--- src/hw/rtl/assert_macros.svh ---
// assertion macros used by record_delimiter_splitter_unit
`ifndef ASSERT_MACROS_SVH
`define ASSERT_MACROS_SVH

// property must hold at every clock edge outside reset
`define RDS_ASSERT(name, clk, rst_n, prop) \
  name: assert property (@(posedge clk) disable iff (!rst_n) (prop)) \
    else $error("assertion failed");

// condition must never be seen outside reset
`define RDS_ASSERT_NEVER(name, clk, rst_n, cond) \
  name: assert property (@(posedge clk) disable iff (!rst_n) !(cond)) \
    else $error("forbidden condition seen");

`endif

--- src/hw/rtl/rds_pkg.sv ---
// shared types and constants of the record delimiter splitter
package rds_pkg;

  localparam int unsigned DELIM_W   = 64;
  localparam int unsigned DLEN_W    = 4;
  localparam int unsigned CFG_IDX_W = 1;
  localparam int unsigned MAX_DELIM = 8;

  localparam logic [1:0] OP_START = 2'd0;
  localparam logic [1:0] OP_DATA  = 2'd1;
  localparam logic [1:0] OP_EOF   = 2'd2;

  localparam logic [CFG_IDX_W-1:0] CFG_DELIM_BYTES = 1'd0;
  localparam logic [CFG_IDX_W-1:0] CFG_DELIM_LEN   = 1'd1;

  localparam logic CAUSE_DELIM = 1'b0;
  localparam logic CAUSE_EOF   = 1'b1;

  typedef struct packed {
    logic [1:0] op;
    logic [7:0] data_byte;
  } in_word_t;

  typedef struct packed {
    logic [7:0] out_byte;
    logic       is_end;
    logic       end_cause;
    logic       last;
  } out_word_t;

endpackage

--- src/hw/rtl/rds_if.sv ---
// valid/ready channel interfaces for input and result words
interface rds_in_if;
  logic              valid;
  logic              ready;
  rds_pkg::in_word_t word;

  modport source (output valid, output word, input ready);
  modport sink (input valid, input word, output ready);
endinterface

interface rds_out_if;
  logic               valid;
  logic               ready;
  rds_pkg::out_word_t word;

  modport source (output valid, output word, input ready);
  modport sink (input valid, input word, output ready);
endinterface

--- src/hw/rtl/rds_cell.sv ---
// one window cell: holds a byte, shifts from its neighbor, compares the incoming byte
module rds_cell (
  input  logic       clk_i,
  input  logic       shift_en_i,
  input  logic [7:0] shift_in_i,
  input  logic [7:0] want_i,
  output logic [7:0] byte_o,
  output logic       match_o
);

  logic [7:0] byte_q;

  // compare the value the cell holds after this shift
  assign match_o = (shift_in_i == want_i);
  assign byte_o  = byte_q;

  always_ff @(posedge clk_i) begin
    if (shift_en_i) begin
      byte_q <= shift_in_i;
    end
  end

endmodule

--- src/hw/rtl/record_delimiter_splitter_unit.sv ---
// top level of the record delimiter splitter
// usage:
// - in_i carries one word per handshake: op (start record, data byte, end of file)
//   and data_byte; out_o carries result words: out_byte, is_end, end_cause, last
// - cfg_we_i/cfg_idx_i/cfg_data_i write the delimiter bytes (index 0) and the
//   delimiter length (index 1); write only while the block is idle
// - the window is a row of cells; cell 0 takes the newest byte, each data word
//   of an open record shifts the row by one; each cell compares its next byte
//   with its delimiter byte, so a match is known in the cycle the byte arrives
// flow:
// - start and data words give at most one result, registered in the next cycle;
//   a new word is taken every cycle unless a flush runs or a result is stalled
// - end of file inside an open record drains the window, one result per cycle
//   while the result slot is free, with in_i held off until the end word is loaded
// reset: record closed, window empty, end of file not seen, config zero
// stall: the result register holds while out_o.ready is low; in_i.ready
//   follows the result register, so nothing is lost or repeated
`include "assert_macros.svh"

module record_delimiter_splitter_unit #(
  parameter int unsigned WINDOW_BYTES = 8
) (
  input  logic                                  clk_i,
  input  logic                                  rst_ni,
  input  logic                                  cfg_we_i,
  input  logic [rds_pkg::CFG_IDX_W-1:0]         cfg_idx_i,
  input  logic [rds_pkg::DELIM_W-1:0]           cfg_data_i,
  rds_in_if.sink                                in_i,
  rds_out_if.source                             out_o
);

  localparam int unsigned FillW = $clog2(WINDOW_BYTES + 1);
  localparam int unsigned IdxW  = (WINDOW_BYTES > 1) ? $clog2(WINDOW_BYTES) : 1;

  // sequencer states
  localparam logic [0:0] ST_RUN   = 1'b0;
  localparam logic [0:0] ST_FLUSH = 1'b1;

  // config registers
  logic [rds_pkg::DELIM_W-1:0] delim_q;
  logic [rds_pkg::DLEN_W-1:0]  dlen_q;

  // control state
  logic [0:0]       state_q, state_d;
  logic [FillW-1:0] fill_q, fill_d;
  logic             ended_q, ended_d;
  logic             file_done_q, file_done_d;
  logic             out_valid_q, out_valid_d;
  rds_pkg::out_word_t out_q, out_d;

  // cell row
  logic [7:0]              delim_b   [rds_pkg::MAX_DELIM];
  logic [7:0]              cell_byte [WINDOW_BYTES];
  logic [7:0]              cell_next [WINDOW_BYTES];
  logic [7:0]              cell_want [WINDOW_BYTES];
  logic [WINDOW_BYTES-1:0] cell_match;
  logic [WINDOW_BYTES-1:0] cell_used;
  logic                    shift_en;

  logic [rds_pkg::DLEN_W-1:0] dlen_c;
  logic [rds_pkg::DLEN_W-1:0] need;
  logic [rds_pkg::DLEN_W-1:0] fill_p1;
  logic [FillW-1:0]           fill_m1;
  logic                       match_all;
  logic                       slot_free;
  logic                       in_ready;
  logic                       accept;

  // clamp the delimiter length to the window
  assign dlen_c = (dlen_q > rds_pkg::DLEN_W'(WINDOW_BYTES)) ?
                  rds_pkg::DLEN_W'(WINDOW_BYTES) : dlen_q;
  assign need    = (dlen_c == '0) ? rds_pkg::DLEN_W'(1) : dlen_c;
  assign fill_p1 = rds_pkg::DLEN_W'(fill_q) + rds_pkg::DLEN_W'(1);
  assign fill_m1 = fill_q - FillW'(1);

  for (genvar b = 0; b < rds_pkg::MAX_DELIM; b++) begin : g_delim
    assign delim_b[b] = delim_q[8*b +: 8];
  end

  // cell j holds the j-th newest byte; after a push the oldest of the
  // delimiter-long window sits in cell dlen-1, so cell j wants byte dlen-1-j
  for (genvar j = 0; j < WINDOW_BYTES; j++) begin : g_cell
    logic [rds_pkg::DLEN_W-1:0] want_idx;

    assign want_idx     = dlen_c - rds_pkg::DLEN_W'(j) - rds_pkg::DLEN_W'(1);
    assign cell_want[j] = delim_b[want_idx[2:0]];
    assign cell_used[j] = (rds_pkg::DLEN_W'(j) < dlen_c);

    if (j == 0) begin : g_head
      assign cell_next[j] = in_i.word.data_byte;
    end else begin : g_link
      assign cell_next[j] = cell_byte[j-1];
    end

    rds_cell u_cell (
      .clk_i      (clk_i),
      .shift_en_i (shift_en),
      .shift_in_i (cell_next[j]),
      .want_i     (cell_want[j]),
      .byte_o     (cell_byte[j]),
      .match_o    (cell_match[j])
    );
  end

  assign match_all = &(cell_match | ~cell_used);

  // handshake: take a word in run state whenever the result slot is free or draining
  assign slot_free   = !out_valid_q || out_o.ready;
  assign in_ready    = (state_q == ST_RUN) && slot_free;
  assign accept      = in_i.valid && in_ready;
  assign in_i.ready  = in_ready;
  assign out_o.valid = out_valid_q;
  assign out_o.word  = out_q;

  always_comb begin
    state_d     = state_q;
    fill_d      = fill_q;
    ended_d     = ended_q;
    file_done_d = file_done_q;
    out_valid_d = out_valid_q && !out_o.ready;
    out_d       = out_q;
    shift_en    = 1'b0;

    if (accept) begin
      case (in_i.word.op)
        rds_pkg::OP_START: begin
          fill_d = '0;
          if (file_done_q) begin
            ended_d     = 1'b1;
            out_valid_d = 1'b1;
            out_d       = '{out_byte: 8'd0, is_end: 1'b1,
                            end_cause: rds_pkg::CAUSE_EOF, last: 1'b1};
          end else begin
            ended_d = 1'b0;
          end
        end
        rds_pkg::OP_DATA: begin
          if (!ended_q && !file_done_q && (fill_q < FillW'(WINDOW_BYTES))) begin
            shift_en = 1'b1;
            if ((dlen_c != '0) && (fill_p1 == dlen_c) && match_all) begin
              // delimiter seen: drop it and close the record
              fill_d      = '0;
              ended_d     = 1'b1;
              out_valid_d = 1'b1;
              out_d       = '{out_byte: 8'd0, is_end: 1'b1,
                              end_cause: rds_pkg::CAUSE_DELIM, last: 1'b1};
            end else if (fill_p1 >= need) begin
              // oldest byte leaves, fill count unchanged
              out_valid_d = 1'b1;
              out_d       = '{out_byte: cell_next[fill_q[IdxW-1:0]], is_end: 1'b0,
                              end_cause: rds_pkg::CAUSE_DELIM, last: 1'b1};
            end else begin
              fill_d = fill_q + FillW'(1);
            end
          end
        end
        rds_pkg::OP_EOF: begin
          if (!file_done_q) begin
            file_done_d = 1'b1;
            if (!ended_q) begin
              state_d = ST_FLUSH;
            end
          end
        end
        default: begin
        end
      endcase
    end else if ((state_q == ST_FLUSH) && slot_free) begin
      out_valid_d = 1'b1;
      if (fill_q != '0) begin
        fill_d = fill_m1;
        out_d  = '{out_byte: cell_byte[fill_m1[IdxW-1:0]], is_end: 1'b0,
                   end_cause: rds_pkg::CAUSE_DELIM, last: 1'b0};
      end else begin
        ended_d = 1'b1;
        state_d = ST_RUN;
        out_d   = '{out_byte: 8'd0, is_end: 1'b1,
                    end_cause: rds_pkg::CAUSE_EOF, last: 1'b1};
      end
    end
  end

  always_ff @(posedge clk_i or negedge rst_ni) begin
    if (!rst_ni) begin
      delim_q     <= '0;
      dlen_q      <= '0;
      state_q     <= ST_RUN;
      fill_q      <= '0;
      ended_q     <= 1'b1;
      file_done_q <= 1'b0;
      out_valid_q <= 1'b0;
    end else begin
      if (cfg_we_i && (cfg_idx_i == rds_pkg::CFG_DELIM_BYTES)) begin
        delim_q <= cfg_data_i;
      end
      if (cfg_we_i && (cfg_idx_i == rds_pkg::CFG_DELIM_LEN)) begin
        dlen_q <= cfg_data_i[rds_pkg::DLEN_W-1:0];
      end
      state_q     <= state_d;
      fill_q      <= fill_d;
      ended_q     <= ended_d;
      file_done_q <= file_done_d;
      out_valid_q <= out_valid_d;
    end
  end

  // result word register, no reset needed
  always_ff @(posedge clk_i) begin
    out_q <= out_d;
  end

  // window never holds a full row between words
  `RDS_ASSERT(a_fill_bound, clk_i, rst_ni, fill_q < FillW'(WINDOW_BYTES))
  // no new word is taken while the window drains
  `RDS_ASSERT_NEVER(a_no_take_in_flush, clk_i, rst_ni,
                    (state_q == ST_FLUSH) && in_i.ready)
  // an end word is always the final result of its input word
  `RDS_ASSERT_NEVER(a_end_is_last, clk_i, rst_ni,
                    out_o.valid && out_o.word.is_end && !out_o.word.last)

endmodule

--- src/flat_wrapper.sv ---
// flat-port wrapper written by rule: the top's interface ports become plain ports
module record_delimiter_splitter_unit_flat 
#(
  parameter int unsigned WINDOW_BYTES = 8
)
  (clk_i, rst_ni, cfg_we_i, cfg_idx_i, cfg_data_i, in_i_valid, in_i_word, in_i_ready, out_o_valid, out_o_word, out_o_ready);
  rds_in_if in_i_i ();
  rds_out_if out_o_i ();
  input  logic clk_i;
  input  logic rst_ni;
  input  logic cfg_we_i;
  input  logic [rds_pkg::CFG_IDX_W-1:0] cfg_idx_i;
  input  logic [rds_pkg::DELIM_W-1:0] cfg_data_i;
  input wire logic [$bits(in_i_i.valid)-1:0] in_i_valid;
  input wire logic [$bits(in_i_i.word)-1:0] in_i_word;
  output wire logic [$bits(in_i_i.ready)-1:0] in_i_ready;
  output wire logic [$bits(out_o_i.valid)-1:0] out_o_valid;
  output wire logic [$bits(out_o_i.word)-1:0] out_o_word;
  input wire logic [$bits(out_o_i.ready)-1:0] out_o_ready;
  assign in_i_i.valid = in_i_valid;
  assign in_i_i.word = in_i_word;
  assign in_i_ready = in_i_i.ready;
  assign out_o_valid = out_o_i.valid;
  assign out_o_word = out_o_i.word;
  assign out_o_i.ready = out_o_ready;
  record_delimiter_splitter_unit #(.WINDOW_BYTES(WINDOW_BYTES)) u_core (.clk_i(clk_i), .rst_ni(rst_ni), .cfg_we_i(cfg_we_i), .cfg_idx_i(cfg_idx_i), .cfg_data_i(cfg_data_i), .in_i(in_i_i), .out_o(out_o_i));
endmodule
--- config.mk ---
export PLATFORM = sky130hd
export DESIGN_NAME = record_delimiter_splitter_unit_flat
export DESIGN_NICKNAME = d
export VERILOG_FILES = /design/src/hw/rtl/rds_pkg.sv /design/src/hw/rtl/rds_if.sv /design/src/hw/rtl/rds_cell.sv /design/src/hw/rtl/record_delimiter_splitter_unit.sv /design/src/flat_wrapper.sv
export VERILOG_INCLUDE_DIRS = /design/src /design/src/hw/rtl
export SDC_FILE = /design/constraint.sdc
export NUM_CORES = 1
export LEC_CHECK = 0
export ABC_CLOCK_PERIOD_IN_PS = 11200
export BUFFER_PORTS_ARGS = -buffer_cell sky130_fd_sc_hd__buf_4
export CORE_ASPECT_RATIO = 0.7
export CORE_MARGIN = 10
export CORE_UTILIZATION = 25
export CTS_CLUSTER_DIAMETER = 30
export CTS_CLUSTER_SIZE = 16
export DETAILED_ROUTE_END_ITERATION = 7
export SKIP_CTS_REPAIR_TIMING = 1
export SLEW_MARGIN = 0
export SYNTH_ARGS = -nofsm -noshare
export SYNTH_HDL_FRONTEND = slang
export SYNTH_HIERARCHICAL = 1
export SYNTH_SLANG_ARGS = --single-unit
--- constraint.sdc ---
create_clock -name clk_i -period 11.2 [get_ports clk_i]
set_input_delay 1.12 -clock clk_i [delete_from_list [all_inputs] [get_ports clk_i]]
set_output_delay 1.12 -clock clk_i [all_outputs]
set_load 0.02 [all_outputs]
# After elaboration in Yosys (flattened, before gate mapping)
# Index checks and enable logic that the tools add are counted.
classes:
  addsub: 16
  order_cmp: 21
  eq_ne: 21
  n_mux: 70
  n_bitwise: 14
  n_reduce_logical: 27
ops:
  columns: ["operator", "n"]
  rows:
  - ["8-bit binary-select mux with 3-bit select", 10]
  - ["8-bit 2-to-1 mux", 20]
  - ["11-bit 2-to-1 mux", 7]
  - ["8-bit equality test", 8]
  - ["4-bit greater-or-equal comparator, second input constant", 10]
  - ["3-bit inverter with 4-bit output", 10]
  - ["4-bit 2-to-1 mux", 8]
  - ["3-bit by 1-bit subtractor with 3-bit output, second input constant", 8]
  - ["11-bit one-hot mux with 2 select lines", 1]
  - ["1-bit 2-to-1 mux", 21]
  - ["5-bit AND reduction", 4]
  - ["3-bit by 4-bit less-than comparator with 1-bit output, first input constant", 4]
  - ["3-bit subtractor, second input constant", 4]
  - ["1-bit logical AND", 10]
  - ["3-bit != test, second input constant", 3]
  - ["1-bit by 4-bit less-than comparator with 1-bit output, first input constant", 2]
  - ["2-bit by 4-bit less-than comparator with 1-bit output, first input constant", 2]
  - ["4-bit != test, second input constant", 2]
  - ["8-bit inverter", 1]
  - ["8-bit OR", 1]
  - ["4-bit one-hot mux with 2 select lines", 1]
  - ["8-bit AND reduction", 1]
  - ["4-bit nonzero test", 2]
  - ["2-bit != test, second input constant", 3]
  - ["other kinds (19)", 26]
totals:
  regBits: 151
  in_bits: 80
  output_inout_bits: 13
  elab_cells: 188

# Depth between registers and ports, before layout
logic_depth:
  depth_word: 16
  depth_mapped: 19
  mapped_depth_nobuf: 15

# Cells and area by module
# The synthesis kept the hierarchy.
by_module_without_submodules:
  columns: ["mod", "instances", "cells_per_inst", "area_per_inst_um2", "seq_area_each_um2"]
  rows:
  - ["record_delimiter_splitter_unit", 1, 548, 6954.2, 2233.4]
  - ["rds_cell", 8, 19, 326.6, 240.2]

# Worst setup path before layout
# Ideal clock, no wire load.
synth_timing:
  path_kind: "flip-flop to flip-flop"
  start: "register u_core/dlen_q[3] (netlist bit)"
  end: "register u_core.out_q (netlist bit u_core/out_o.word[0]), enable pin"
  setup_ps: 382
  arrival_ps: 4290
  required_time_ps: 10818
  slack_ps: 6527
  stages_incl_launch_ff: 18
  path_buffers: 3
  synth_period_minus_slack_ps: 4673
  cell_sequence: "dfrtp_1 -> buf_2 -> inv_1 -> nand2_1 -> clkinv_1 -> buf_2 -> ha_1 -> xnor2_1 -> buf_2 -> mux2_2 -> xnor2_1 -> nand4_1 -> nor2_1 -> nand2_1 -> o21ai_0 -> nand4_2 -> o31a_1 -> a21oi_1"
synth_lines:
  columns: ["element", "line_no", "source"]
  rows:
  - ["from (decl)", "record_delimiter_splitter_unit.sv:41", "logic [rds_pkg::DLEN_W-1:0] dlen_q;"]
  - ["from (signal assigned)", "record_delimiter_splitter_unit.sv:197", "dlen_q <= cfg_data_i[rds_pkg::DLEN_W-1:0];"]
  - ["to (signal assigned)", "record_delimiter_splitter_unit.sv:209", "out_q <= out_d;"]
  - ["to (decl)", "record_delimiter_splitter_unit.sv:49", "rds_pkg::out_word_t out_q, out_d;"]

==> results.tsv <==
stage	metric	value	unit
cts	clock buffer depth	2	
timing	Max Clk Rate	158	MHz
cells_and_area	Seq. cell area	4160	um2
drt	overall routed net length	25900	um
drt	M1 wire length	11800	um
timing	setup tns final	0	ns
drt	Via Count	6237	
power_and_ir_drop	Switch Pwr	0.857	mW
yosys	Yosys reg bits	151	
cells_and_area	post-layout instance area	11400	um2
yosys	count of cell types in the netlist	53	
floorplanning	num ports	93	
critical_path	Reg-to-Reg Start	u_core/dlen_q[3]	
drt	vias per cell	4.86	
timing	Setup Skew	0.0104	ns
cells_and_area	share of layout cells above drive strength 1	0.413	
cells_and_area	nets@finish	873	
yosys	mapped cell area	9570	um2
yosys	prevailing post-synth register cell	edfxtp_1	
critical_path	r2r setup slk	4.89	ns
power_and_ir_drop	P_leak	4.35	nW
cells_and_area	fin util	0.304	
floorplanning	row cnt	59	
global_route	initial antenna violation count	0	
cells_and_area	Multi-input gate area	5180	um2
placed_design	Placer Congestion	0.862	
cells_and_area	Fill cells	3775	
floorplanning	core box area	37500	um2
timing	RSZ-0062 raised after global routing	no	
drt	Residual DRC	0	
global_route	vias in the first global route	6546	
flow_run	Max Cap Violations	0	
run_status	status	completed	
power_and_ir_drop	internal power	1.58	mW
global_route	first-pass GRT wire length	39900	um
timing	final worst-path cycle share	0.564	
cells_and_area	antenna diode count	0	
placed_design	Post-Place Cells	1252	
yosys	number of synthesized flops with an enable pin	75	
yosys	post-synth top area share	0.235	
power_and_ir_drop	Clock Power Share	0.248	
timing	final slew viol count	0	
yosys	FFs w/ async S/R, synth	0.503	
drt	Routed WL per cell	20.1	um
cells_and_area	non-filler cells, final	1284	
global_route	largest net degree at the start of global routing	66	
drt	Max Used Layer	met4	
yosys	Cells after Synth	700	
cells_and_area	area delta synth->final	19.0	%
yosys	Yosys top cell by area	edfxtp_1	
placed_design	count of input and output buffers	92	
min_path	hold crit path type	input pin to async pin	
critical_path	Crit path required time	11.26	ns
critical_path	Worst Setup Path Type	register to register	
global_route	gr ovfl total	0	
timing	Relative slew margins	0.171	
yosys	top cells by area, synth	edfxtp_1 24%, dfrtp_1 20%, mux4_2 15%	
timing	Tmin final	6.31	ns
power_and_ir_drop	logic gate share of total power	0.441	
cts	clk sinks	151	
yosys	Net Count, Synth	790	
cts	Clock transition at path regs	0.06	ns
critical_path	worst setup path endpoint	u_core/out_o.word[7]	
cts	CTS root buf	clkbuf_16	
cts	number of CTS-inserted buffers	17	
timing	final hold vios	0	
power_and_ir_drop	PwrDens	214	nW/um2
timing	Slew @ Worst Pin	1.24	ns
cts	Clock H-tree levels	4	
critical_path	r2r worst-path depth	15	
global_route	GR Util All Layers	0.114	
yosys	syn avg cell area	13.7	um2
drt	DR pass1 iterations	5	
critical_path	WP data arrival	6.37	ns
yosys	sequential-to-total area share from yosys stat	0.434	
cts	CTS tree	done	
floorplanning	Die X	254	um
critical_path	worst-path fanout max	20	
drt	Final ANT Viol Nets	0	
timing	hold_ws	0.510	ns
placed_design	Post-DP Area	10800	um2
yosys	Syn. warnings	6	
floorplanning	Initial Util	0.255	
power_and_ir_drop	Sw Share	0.351	
placed_design	DPL Wire Length	20100	um
cts	Worst-Skew Late Latency	0.45	ns
power_and_ir_drop	Peak VDD IR	0.110	mV
floorplanning	die height	184	um
critical_path	CP Launch Type	register	
timing	# setup viols final	0	
drt	initial drt markers	428	
critical_path	CP startpoint	u_core/dlen_q[3]	
drt	met2 routed WL	12300	um
power_and_ir_drop	relative contribution of sequential cells to total power	0.310	
floorplanning	DIE AREA	46600	um2
critical_path	crit end category	register	
drt	met3 wire length	1470	um
critical_path	reg-to-reg endpoint	u_core/out_o.word[7]	
[critical path, stage by stage, from the launching register on]
cell      delay [ns]
dfrtp_1         0.52
inv_1           0.10
nand2_1         0.72
clkinv_1        0.94
ha_1            0.49
xnor2_1         0.16
buf_4           0.26
mux2_2          0.37
xnor2_1         0.16
nand4_1         0.18
nor2_1          0.18
nand2_1         0.08
o21ai_0         0.21
nand4_2         0.17
o31a_1          0.40
a21oi_1         0.97
[routing by layer]
layer | global-route usage | vias to the layer above
met5 | 0 | -
met4 | 0.0275 | 0
met3 | 0.0308 | 19
met2 | 0.180 | 179
met1 | 0.152 | 3191
li1 | - | 2848
[cell families after synthesis]
kind of cell               share of synthesized area
muxes                                          0.372
AOI/OAI and AO/OA                             0.0331
xor gates and xnor gates                      0.0677
DFF                                            0.434
and+or+nand+nor                               0.0552
adders and majority gates                     0.0131
buffers and inverters                         0.0246
[power groups by stage]
stage	registers [mW]	clock network (mW)	logic, mW
5_1_grt	0.775	0.649	1.16
3_5_place_dp	0.773	0	1.08
2_1_floorplan	0.727	0	0.848
4_1_cts	0.763	0.619	1.08
3_3_place_gp	0.772	0	1.06
6_report	0.757	0.605	1.08
[through the flow]
stage,power (mW),setup slack [ns]
final,2.44,4.89
after global routing,2.59,4.33
after CTS,2.46,4.87
after detailed placement,1.85,4.90
after global placement,1.84,5.09
after floorplan,1.58,6.53
[area by class of cell]
| type | count | area share |
|---|---|---|
| multi-input combinational | 499 | 0.455 |
| timing repair buffer | 101 | 0.0666 |
| sequential | 151 | 0.365 |
| clock inverter | 13 | 0.0148 |
| inverter | 13 | 0.00451 |
| tap | 488 | 0.0536 |
| clock buffer | 19 | 0.0398 |
[registers in the layout (all words and copies together) (netlist names)]
signal                       count
u_core/ended_q                   1
u_core/delim_q                  64
u_core/out_o.word               11
u_core/state_q                   1
u_core/g_cell.u_cell/byte_o     64
u_core/out_o.valid               1
u_core/file_done_q               1
u_core/dlen_q                    4
u_core/fill_q                    4
[cells in the mapped netlist, types with 3 or more instances]
cell        n
ha_1       10
dfrtp_1    75
nand2b_1    3
a21oi_1     5
o221a_2     3
buf_1       6
buf_2      12
mux4_2     64
mux2i_1    81
mux2_2    116
inv_1       9
a21o_1      4
nand2_1    54
clkbuf_1   13
buf_4       5
edfxtp_1   75
nor2_1     23
a31oi_1     4
xnor2_1    67
nor2b_1     4
o21ai_0     3
nand3_1     3
nand4_1    16
o22ai_1     9
[cells in the final DEF (no fill, tap or decap), drive strengths merged, types with 4 or more instances in the layout]
| cell | count |
|---|---|
| a21o | 4 |
| a21oi | 5 |
| a31oi | 4 |
| buf | 101 |
| clkbuf | 19 |
| clkinv | 8 |
| dfrtp | 75 |
| edfxtp | 75 |
| ha | 10 |
| inv | 14 |
| mux2 | 116 |
| mux2i | 81 |
| mux4 | 64 |
| nand2 | 54 |
| nand4 | 17 |
| nor2 | 23 |
| nor2b | 4 |
| o21ai | 5 |
| o22ai | 9 |
| xnor2 | 68 |
[worst min-delay path by stage]
stage,slack [ns],cells past startpoint,endpoint
CTS,0.49,1,u_core/delim_q[10]
floorplan,0.48,0,u_core/g_cell[2].u_cell/byte_o[0]
global placement,0.51,1,u_core/file_done_q
finish,0.51,1,u_core/delim_q[10]
detailed placement,0.52,0,u_core/g_cell[3].u_cell/byte_o[3]
global route,0.49,1,u_core/delim_q[10]
Note: power is estimated with default switching activity, not from simulation.
